## config.mk

```make
export PLATFORM = sky130hd
export DESIGN_NAME = line_and_box_span_rasterizer_unit
export DESIGN_NICKNAME = d
export VERILOG_FILES = /design/src/sv/lbsr_pkg.sv /design/src/sv/line_and_box_span_rasterizer_unit.sv /design/src/sv/lbsr_row_mem.sv
export SDC_FILE = /design/constraint.sdc
export NUM_CORES = 1
export LEC_CHECK = 0
export ABC_AREA = 1
export CORE_UTILIZATION = 25
export DETAILED_ROUTE_END_ITERATION = 8
export DONT_BUFFER_PORTS = 1
export RECOVER_POWER = 50
export SYNTH_ARGS = -nofsm -noshare
export SYNTH_HDL_FRONTEND = slang
export SYNTH_SLANG_ARGS = --single-unit
export TNS_END_PERCENT = 5
```

## constraint.sdc

```tcl
create_clock -name i_clk -period 7.2 [get_ports i_clk]
set_input_delay 0.36 -clock i_clk [delete_from_list [all_inputs] [get_ports i_clk]]
set_output_delay 0.36 -clock i_clk [all_outputs]
set_load 0.1 [all_outputs]
```

## src/sv/lbsr_pkg.sv

```systemverilog
package lbsr_pkg;

    localparam int MAX_WIDTH_DEF   = 128;
    localparam int MAX_HEIGHT_DEF  = 64;
    localparam int COLOUR_BITS_DEF = 16;

    localparam int COORD_W    = 16;
    localparam int PAINT_W    = 16;
    localparam int SW_W       = 8;
    localparam int SH_W       = 7;
    localparam int CFG_IDX_W  = 8;
    localparam int CFG_DATA_W = 8;
    localparam int CALC_W     = 18;

    localparam logic [SW_W-1:0] SW_RESET = 8'd128;
    localparam logic [SH_W-1:0] SH_RESET = 7'd64;

    localparam logic [CFG_IDX_W-1:0] CFG_SCREEN_WIDTH  = 8'd0;
    localparam logic [CFG_IDX_W-1:0] CFG_SCREEN_HEIGHT = 8'd1;

    typedef enum logic [7:0] {
        S_IDLE   = 8'b0000_0001,
        S_CHECK  = 8'b0000_0010,
        S_ORIENT = 8'b0000_0100,
        S_ORDER  = 8'b0000_1000,
        S_STEP   = 8'b0001_0000,
        S_FLUSH  = 8'b0010_0000,
        S_READ   = 8'b0100_0000,
        S_EMIT   = 8'b1000_0000
    } t_state;

    typedef struct packed {
        logic wr;
        logic rd;
    } t_mem_ctl;

endpackage

```

## src/sv/line_and_box_span_rasterizer_unit.sv

```systemverilog
// Span rasterizer for lines and filled boxes. Each accepted command is turned into one span
// per covered display row, in rising row order, with o_last_span set on the final beat; a
// command that covers nothing gives no beat. The input is taken only when the sequencer is
// idle. A rejected command returns to idle after the check; a box goes straight from the
// check to emitting its spans. A line passes the check, orient and order setup states, then
// takes one Bresenham step per pixel along its major axis (major delta plus one pixels),
// a flush of the last run into the row table, and for each covered row a read of the row
// table and an emit. Output backpressure holds the sequencer in the emit state. Screen size
// registers are written through the config channel, which is always ready; the height
// register keeps the low seven bits of the written value, and values above the build
// maximum are clamped to it.
module line_and_box_span_rasterizer_unit #(
    parameter int MAX_WIDTH   = lbsr_pkg::MAX_WIDTH_DEF,
    parameter int MAX_HEIGHT  = lbsr_pkg::MAX_HEIGHT_DEF,
    parameter int COLOUR_BITS = lbsr_pkg::COLOUR_BITS_DEF
) (
    input  logic                                  i_clk,
    input  logic                                  i_rst_n,
    input  logic                                  i_cfg_valid,
    output logic                                  o_cfg_ready,
    input  logic [lbsr_pkg::CFG_IDX_W-1:0]        i_cfg_index,
    input  logic [lbsr_pkg::CFG_DATA_W-1:0]       i_cfg_data,
    input  logic                                  i_in_valid,
    output logic                                  o_in_ready,
    input  logic                                  i_mode,
    input  logic signed [lbsr_pkg::COORD_W-1:0]   i_first_x,
    input  logic signed [lbsr_pkg::COORD_W-1:0]   i_first_y,
    input  logic signed [lbsr_pkg::COORD_W-1:0]   i_second_x,
    input  logic signed [lbsr_pkg::COORD_W-1:0]   i_second_y,
    input  logic [lbsr_pkg::PAINT_W-1:0]          i_paint,
    output logic                                  o_out_valid,
    input  logic                                  i_out_ready,
    output logic [$clog2(MAX_HEIGHT)-1:0]         o_span_row,
    output logic [$clog2(MAX_WIDTH)-1:0]          o_span_start,
    output logic [$clog2(MAX_WIDTH)-1:0]          o_span_end,
    output logic [COLOUR_BITS-1:0]                o_span_paint,
    output logic                                  o_last_span
);
    import lbsr_pkg::*;

    localparam int COL_W = $clog2(MAX_WIDTH);
    localparam int ROW_W = $clog2(MAX_HEIGHT);
    localparam int CW    = (COL_W > ROW_W) ? COL_W : ROW_W;
    localparam int EW    = CW + 2;

    t_state                    r_state, n_state;
    logic [SW_W-1:0]           r_sw;
    logic [SH_W-1:0]           r_sh;
    logic                      r_mode, n_mode;
    logic signed [COORD_W-1:0] r_ax, n_ax, r_ay, n_ay, r_bx, n_bx, r_by, n_by;
    logic [COLOUR_BITS-1:0]    r_paint, n_paint;

    logic [CW-1:0]             r_x, n_x, r_y, n_y, r_xe, n_xe, r_ye, n_ye;
    logic [CW-1:0]             r_dx, n_dx, r_dy, n_dy;
    logic signed [EW-1:0]      r_err, n_err;
    logic                      r_steep, n_steep, r_ydn, n_ydn, r_first, n_first;

    logic [ROW_W-1:0]          r_run_row, n_run_row, r_rlo, n_rlo, r_rhi, n_rhi;
    logic [ROW_W-1:0]          r_srow, n_srow;
    logic [COL_W-1:0]          r_run_lo, n_run_lo, r_run_hi, n_run_hi;

    logic                      r_ovalid, n_ovalid, r_olast, n_olast;
    logic [ROW_W-1:0]          r_orow, n_orow;
    logic [COL_W-1:0]          r_ostart, n_ostart, r_oend, n_oend;
    logic [COLOUR_BITS-1:0]    r_opaint, n_opaint;

    t_mem_ctl                  mem_ctl;
    logic [COL_W-1:0]          mem_lo, mem_hi;

    logic signed [CALC_W-1:0]  w_s, h_s, ax_s, ay_s, bx_s, by_s, bxc_s, byc_s;
    logic                      line_bad, box_bad, slot_free;
    logic [31:0]               paint_ext;

    logic signed [CW:0]        sdx, sdy;
    logic [CW-1:0]             adx, ady;
    logic                      steep;
    logic                      swap;
    logic [CW-1:0]             ox, oy, oxe, oye, odx, ody;

    logic [ROW_W-1:0]          pr;
    logic [COL_W-1:0]          pc;
    logic signed [EW-1:0]      e1;

    assign o_cfg_ready = 1'b1;
    assign o_in_ready  = (r_state == S_IDLE);
    assign slot_free   = ~r_ovalid | i_out_ready;
    assign paint_ext   = 32'(i_paint);

    assign w_s  = (CALC_W'(r_sw) > CALC_W'(MAX_WIDTH))  ? CALC_W'(MAX_WIDTH)  : CALC_W'(r_sw);
    assign h_s  = (CALC_W'(r_sh) > CALC_W'(MAX_HEIGHT)) ? CALC_W'(MAX_HEIGHT) : CALC_W'(r_sh);
    assign ax_s = CALC_W'(r_ax);
    assign ay_s = CALC_W'(r_ay);
    assign bx_s = CALC_W'(r_bx);
    assign by_s = CALC_W'(r_by);

    assign line_bad = (ax_s < 0) || (ax_s >= w_s) || (bx_s < 0) || (bx_s >= w_s) ||
                      (ay_s < 0) || (ay_s >= h_s) || (by_s < 0) || (by_s >= h_s);
    assign box_bad  = (ax_s < 0) || (ay_s < 0) || (bx_s <= ax_s) || (by_s <= ay_s) ||
                      (ax_s >= w_s) || (ay_s >= h_s);
    assign bxc_s    = (bx_s > w_s - CALC_W'(1)) ? (w_s - CALC_W'(1)) : bx_s;
    assign byc_s    = (by_s > h_s - CALC_W'(1)) ? (h_s - CALC_W'(1)) : by_s;

    assign sdx   = $signed({1'b0, r_bx[CW-1:0]}) - $signed({1'b0, r_ax[CW-1:0]});
    assign sdy   = $signed({1'b0, r_by[CW-1:0]}) - $signed({1'b0, r_ay[CW-1:0]});
    assign adx   = sdx[CW] ? CW'(-sdx) : CW'(sdx);
    assign ady   = sdy[CW] ? CW'(-sdy) : CW'(sdy);
    assign steep = (ady > adx);

    assign swap = (r_x > r_xe);
    assign ox   = swap ? r_xe : r_x;
    assign oy   = swap ? r_ye : r_y;
    assign oxe  = swap ? r_x  : r_xe;
    assign oye  = swap ? r_y  : r_ye;
    assign odx  = oxe - ox;
    assign ody  = (oye > oy) ? (oye - oy) : (oy - oye);

    assign pr = r_steep ? r_x[ROW_W-1:0] : r_y[ROW_W-1:0];
    assign pc = r_steep ? r_y[COL_W-1:0] : r_x[COL_W-1:0];
    assign e1 = r_err - EW'(r_dy);

    always_comb begin
        n_state   = r_state;
        n_mode    = r_mode;
        n_ax      = r_ax;
        n_ay      = r_ay;
        n_bx      = r_bx;
        n_by      = r_by;
        n_paint   = r_paint;
        n_x       = r_x;
        n_y       = r_y;
        n_xe      = r_xe;
        n_ye      = r_ye;
        n_dx      = r_dx;
        n_dy      = r_dy;
        n_err     = r_err;
        n_steep   = r_steep;
        n_ydn     = r_ydn;
        n_first   = r_first;
        n_run_row = r_run_row;
        n_run_lo  = r_run_lo;
        n_run_hi  = r_run_hi;
        n_rlo     = r_rlo;
        n_rhi     = r_rhi;
        n_srow    = r_srow;
        n_ovalid  = r_ovalid & ~i_out_ready;
        n_orow    = r_orow;
        n_ostart  = r_ostart;
        n_oend    = r_oend;
        n_olast   = r_olast;
        n_opaint  = r_opaint;
        mem_ctl   = '0;

        case (r_state)
            S_IDLE: begin
                if (i_in_valid) begin
                    n_mode  = i_mode;
                    n_ax    = i_first_x;
                    n_ay    = i_first_y;
                    n_bx    = i_second_x;
                    n_by    = i_second_y;
                    n_paint = paint_ext[COLOUR_BITS-1:0];
                    n_state = S_CHECK;
                end
            end
            S_CHECK: begin
                if (r_mode) begin
                    if (box_bad) begin
                        n_state = S_IDLE;
                    end else begin
                        n_srow   = ay_s[ROW_W-1:0];
                        n_rhi    = byc_s[ROW_W-1:0];
                        n_run_lo = ax_s[COL_W-1:0];
                        n_run_hi = bxc_s[COL_W-1:0];
                        n_state  = S_EMIT;
                    end
                end else begin
                    n_state = line_bad ? S_IDLE : S_ORIENT;
                end
            end
            S_ORIENT: begin
                n_steep = steep;
                n_x     = steep ? r_ay[CW-1:0] : r_ax[CW-1:0];
                n_y     = steep ? r_ax[CW-1:0] : r_ay[CW-1:0];
                n_xe    = steep ? r_by[CW-1:0] : r_bx[CW-1:0];
                n_ye    = steep ? r_bx[CW-1:0] : r_by[CW-1:0];
                n_state = S_ORDER;
            end
            S_ORDER: begin
                n_x     = ox;
                n_y     = oy;
                n_xe    = oxe;
                n_ye    = oye;
                n_dx    = odx;
                n_dy    = ody;
                n_err   = EW'(odx >> 1);
                n_ydn   = (oy > oye);
                n_first = 1'b1;
                n_state = S_STEP;
            end
            S_STEP: begin
                if (r_first || (pr != r_run_row)) begin
                    mem_ctl.wr = ~r_first;
                    n_run_row  = pr;
                    n_run_lo   = pc;
                    n_run_hi   = pc;
                    if (r_first) begin
                        n_rlo = pr;
                        n_rhi = pr;
                    end else begin
                        n_rlo = (pr < r_rlo) ? pr : r_rlo;
                        n_rhi = (pr > r_rhi) ? pr : r_rhi;
                    end
                end else begin
                    n_run_lo = (pc < r_run_lo) ? pc : r_run_lo;
                    n_run_hi = (pc > r_run_hi) ? pc : r_run_hi;
                end
                n_first = 1'b0;
                if (e1[EW-1]) begin
                    n_y   = r_ydn ? (r_y - 1'b1) : (r_y + 1'b1);
                    n_err = e1 + EW'(r_dx);
                end else begin
                    n_err = e1;
                end
                if (r_x == r_xe) begin
                    n_state = S_FLUSH;
                end else begin
                    n_x = r_x + 1'b1;
                end
            end
            S_FLUSH: begin
                mem_ctl.wr = 1'b1;
                n_srow     = r_rlo;
                n_state    = S_READ;
            end
            S_READ: begin
                mem_ctl.rd = 1'b1;
                n_state    = S_EMIT;
            end
            S_EMIT: begin
                if (slot_free) begin
                    n_ovalid = 1'b1;
                    n_orow   = r_srow;
                    n_ostart = r_mode ? r_run_lo : mem_lo;
                    n_oend   = r_mode ? r_run_hi : mem_hi;
                    n_olast  = (r_srow == r_rhi);
                    n_opaint = r_paint;
                    if (r_srow == r_rhi) begin
                        n_state = S_IDLE;
                    end else begin
                        n_srow  = r_srow + 1'b1;
                        n_state = r_mode ? S_EMIT : S_READ;
                    end
                end
            end
            default: begin
                n_state = S_IDLE;
            end
        endcase
    end

    always_ff @(posedge i_clk) begin
        if (!i_rst_n) begin
            r_state  <= S_IDLE;
            r_ovalid <= 1'b0;
            r_sw     <= SW_RESET;
            r_sh     <= SH_RESET;
        end else begin
            r_state  <= n_state;
            r_ovalid <= n_ovalid;
            if (i_cfg_valid) begin
                case (i_cfg_index)
                    CFG_SCREEN_WIDTH:  r_sw <= i_cfg_data[SW_W-1:0];
                    CFG_SCREEN_HEIGHT: r_sh <= i_cfg_data[SH_W-1:0];
                    default: ;
                endcase
            end
        end
    end

    always_ff @(posedge i_clk) begin
        r_mode    <= n_mode;
        r_ax      <= n_ax;
        r_ay      <= n_ay;
        r_bx      <= n_bx;
        r_by      <= n_by;
        r_paint   <= n_paint;
        r_x       <= n_x;
        r_y       <= n_y;
        r_xe      <= n_xe;
        r_ye      <= n_ye;
        r_dx      <= n_dx;
        r_dy      <= n_dy;
        r_err     <= n_err;
        r_steep   <= n_steep;
        r_ydn     <= n_ydn;
        r_first   <= n_first;
        r_run_row <= n_run_row;
        r_run_lo  <= n_run_lo;
        r_run_hi  <= n_run_hi;
        r_rlo     <= n_rlo;
        r_rhi     <= n_rhi;
        r_srow    <= n_srow;
        r_orow    <= n_orow;
        r_ostart  <= n_ostart;
        r_oend    <= n_oend;
        r_olast   <= n_olast;
        r_opaint  <= n_opaint;
    end

    lbsr_row_mem #(
        .DEPTH (MAX_HEIGHT),
        .COL_W (COL_W)
    ) u_row_mem (
        .i_clk   (i_clk),
        .i_ctl   (mem_ctl),
        .i_waddr (r_run_row),
        .i_wlo   (r_run_lo),
        .i_whi   (r_run_hi),
        .i_raddr (r_srow),
        .o_rlo   (mem_lo),
        .o_rhi   (mem_hi)
    );

    assign o_out_valid  = r_ovalid;
    assign o_span_row   = r_orow;
    assign o_span_start = r_ostart;
    assign o_span_end   = r_oend;
    assign o_span_paint = r_opaint;
    assign o_last_span  = r_olast;

endmodule

```

## src/sv/lbsr_row_mem.sv

```systemverilog
module lbsr_row_mem #(
    parameter int DEPTH = lbsr_pkg::MAX_HEIGHT_DEF,
    parameter int COL_W = 7
) (
    input  logic                     i_clk,
    input  lbsr_pkg::t_mem_ctl       i_ctl,
    input  logic [$clog2(DEPTH)-1:0] i_waddr,
    input  logic [COL_W-1:0]         i_wlo,
    input  logic [COL_W-1:0]         i_whi,
    input  logic [$clog2(DEPTH)-1:0] i_raddr,
    output logic [COL_W-1:0]         o_rlo,
    output logic [COL_W-1:0]         o_rhi
);
    import lbsr_pkg::*;

    logic [2*COL_W-1:0] r_mem [DEPTH];
    logic [2*COL_W-1:0] r_rdata;

    always_ff @(posedge i_clk) begin
        if (i_ctl.wr) begin
            r_mem[i_waddr] <= {i_wlo, i_whi};
        end
        if (i_ctl.rd) begin
            r_rdata <= r_mem[i_raddr];
        end
    end

    assign o_rlo = r_rdata[2*COL_W-1:COL_W];
    assign o_rhi = r_rdata[COL_W-1:0];

endmodule

```

==> flow_metrics.tcl <==
set metrics [dict create \
    data_required_time_of_the_critical_path_ns 7.53 \
    finClkSkew_ns 0.0340 \
    dpl.hpwl_mm 87.5 \
    clkSinkCount 1144 \
    power_switching_mw 3.26 \
    finalSetupTns_ns 0 \
    grt_antenna_before_repair 11 \
    max_freq_mhz 177 \
    timing.setup.critical_path_class "flop to flop" \
    syn_to_final_growth_pct 15.1 \
    design_power_total_mw 14.4 \
    grt_first_pass_wirelength_mm 212 \
    logic_pwr_share_pct 7.5 \
    io_buffers 0 \
    critPathArrivalTime_ns 5.99 \
    ios 142 \
    async_flop_share_pct 0 \
    cts_buffers 113 \
    seq_power_share_pct 51.5 \
    drcViolationCount 0 \
    count_of_warnings_emitted_by_yosys 0 \
    globalplace.congestion 0.879 \
    vdd_drop_max_mv 0.190 \
    route.final.wire_length_mm 144 \
    synth_fp_nets 4567 \
    yosys-top-cells-area "sky130_fd_sc_hd__edfxtp_1 (65%), sky130_fd_sc_hd__o21ai_0 (4.2%), sky130_fd_sc_hd__ha_1 (3.9%)" \
    cp_slowest_stage_delay_ns 2.70 \
    floorplan.rows 165 \
    synthMostInstantiatedCell "sky130_fd_sc_hd__edfxtp_1" \
    viasPerCell 4.86 \
    grt_pass1_vias 33100 \
    crit_path_end_kind "flop" \
    initial_standard_cell_utilization_of_the_core_pct 25.3 \
    synthTopCellsByCount "sky130_fd_sc_hd__edfxtp_1 (1,120), sky130_fd_sc_hd__nor2_1 (519), sky130_fd_sc_hd__nand2_1 (506), sky130_fd_sc_hd__o21ai_0 (435), sky130_fd_sc_hd__inv_1 (266)" \
    p_leak_nw 20.4 \
    layout_worst_path_cycle_share_pct 78.6 \
    clock_power_share_pct 41.0 \
    finalNetCount 4660 \
    layout_setup_ws_ns 1.54 \
    cts.clk_slew.worst_paths_ns 0.06 \
    detailedRoute.firstPassIterationCount 6 \
    status "finished with violations" \
    clkLatencyLatePin_ns 0.72 \
    drt_iter0_markers 3599 \
    cts_max_level 3 \
    crit_path_start_kind "flop" \
    chipHeight_um 455 \
    report.final.hold_viol_count 0 \
    ctsLongestPathBuffers 3 \
    postSynthAreaPerCell_um2 11.9 \
    place_ws_ns 3.01 \
    grt_overflow 0 \
    die_area_um2 207000 \
    synth-seq-cells 1144 \
    ys_dominant_reg_cell "sky130_fd_sc_hd__edfxtp_1" \
    maxCapViolations 25 \
    timing.slew.headroom_pct -176 \
    detailroute.via_count 34800 \
    failed_checks "capacitance limit, slew limit" \
    post-synth-top-area-fraction_pct 65.5 \
    hold_ws_ns 0.0792 \
    yosys.area.top_type "sky130_fd_sc_hd__edfxtp_1" \
    routedWlPerCell_um 20.1 \
    post-route-util_pct 29.1 \
    fp.dieW_um 455 \
    synth.yosys.seq_area_share_pct 66.4 \
    timing.critical_path.fanout_max 65 \
    worstMarginPinSlew_ns 4.14 \
    crit_chain "clkbuf_1 > inv_1 > ha_1 > a21oi_1 > nand2_1 > nand3_1 > a21boi_0 > o21ai_0 > a21oi_1 > nor2_1" \
    internal-power_mw 11.1 \
    timing.final.max_slew_violations 1179 \
    setup_viol_count_final 0 \
    floorplan.core_area_um2 203000 \
    netSwitchingFraction_pct 22.7 \
    final_layout_size_suffix_gt1_share_pct 6.29 \
    tritoncts_clock_tree "built" \
    detail-route-antenna-nets 0 \
    grt_max_degree 186 \
    cpMostUsedCell "sky130_fd_sc_hd__a21oi_1" \
    groute.usage.overall_pct 13.4 \
    grt_setup_unrepaired "false" \
    power_density_normalized_to_cell_area_nw_per_um2 243 \
    critPathSlowestCell "sky130_fd_sc_hd__clkbuf_1" \
    synth_edf_count 1120 \
    synth_cells 4300 \
    fin_crit_ns 5.66 \
    synthDistinctLibCells 54 \
    hp-class "input port to flop" \
    clk_root_buffer_cell "sky130_fd_sc_hd__clkbuf_16" \
    syn_area_um2 51300 \
]
==> path summary, 6_finish.rpt <==
check	startpoint	end	slack (ns)	cells after the start
hold reg to reg	r_paint[13]	o_span_paint[13]	0.42	0
setup / recovery	r_run_lo[2]	r_run_lo[6]	1.54	10
setup reg to reg	r_run_lo[2]	r_run_lo[6]	1.54	10
hold / removal	i_cfg_index[0]	r_sh[2]	0.08	2
==> cells in the final DEF, fill, tap and decap left out, drive strengths merged, types with 76 or more instances in the layout <==
master       count
o21ai          448
buf             76
o22ai          115
o221ai         118
dlygate4sd3     94
nand3          264
nand2          517
clkbuf         169
o211ai         118
mux2i          110
a21oi          100
nor2           521
inv            272
ha             160
edfxtp        1120
==> cell type report <==
| class | count | area (µm²) |
|---|---|---|
| Sequential cell | 1144 | 34100 |
| Tap cell | 2672 | 3340 |
| Clock buffer | 142 | 2960 |
| Timing Repair Buffer | 197 | 1650 |
| Multi-Input combinational cell | 2665 | 15300 |
| Clock inverter | 64 | 679 |
| Inverter | 272 | 1030 |
| Antenna cell | 1 | 2.50 |
| Fill cell | 20600 | 144000 |
==> routing by layer <==
metal | share of wire (%) | global-route usage [%]
met1 | 43 | 18.6
met2 | 45 | 21.2
met3 | 8.1 | 2.58
met4 | 3.0 | 3.97
met5 | 0.020 | 0
==> state kept, by name, summed over array words and instances, names as in the netlist, 7 cells and up, named ones only <==
register,count
u_row_mem.r_mem,896
o_span_paint,16
r_ax,16
r_ay,16
r_bx,16
r_by,16
r_paint,16
u_row_mem.r_rdata,14
r_err,9
r_state,8
r_sw,8
o_span_end,7
o_span_start,7
r_dx,7
r_dy,7
r_run_hi,7
r_run_lo,7
r_sh,7
r_x,7
r_y,7
r_ye,7
==> stage by stage <==
step	cells	area (µm²)
floorplan	4300	51300
global placement	6856	54600
detailed placement	6856	54600
CTS	7156	59200
global route	7156	59100
finish	7157	59100
==> repair_timing <==
action | in CTS | in global routing
hold endpoints to repair | 105 | 0
hold buffers | 94 | 0
setup buffers | 0 | 0
gates resized for setup | 0 | 0
==> worst max-delay path, delay by kind of cell, from the launching register on <==
family | cells | cell delay (ns)
compound gates | 4 | 0.52
simple gates | 3 | 0.60
buf+inv | 2 | 3.26
fa+ha+maj | 1 | 0.53
flops | 1 | 0.33
==> kinds of logic (layout without fill, tap and decap cells) <==
family / count (synthesis) / count (layout) / synth area share, %
flops: 1144 / 1144 / 66.4
compound gates: 921 / 921 / 10.9
other cells: 1 / 2 / 0.00730
fa+ha+maj: 165 / 165 / 4.09
buf+inv: 491 / 675 / 3.79
xor+xnor: 61 / 61 / 1.04
simple gates: 1407 / 1407 / 11.6
mux: 110 / 110 / 2.14
==> power groups by stage <==
stage | Clock (mW) | Combinational, mW | Sequential [mW]
after floorplan | 0 | 0.735 | 7.54
after global placement | 0 | 0.989 | 7.53
after detailed placement | 0 | 1.01 | 7.53
after CTS | 5.97 | 1.06 | 7.39
after global routing | 6.20 | 1.21 | 7.40
final | 5.89 | 1.07 | 7.39
(Power assumes the default switching activity.)
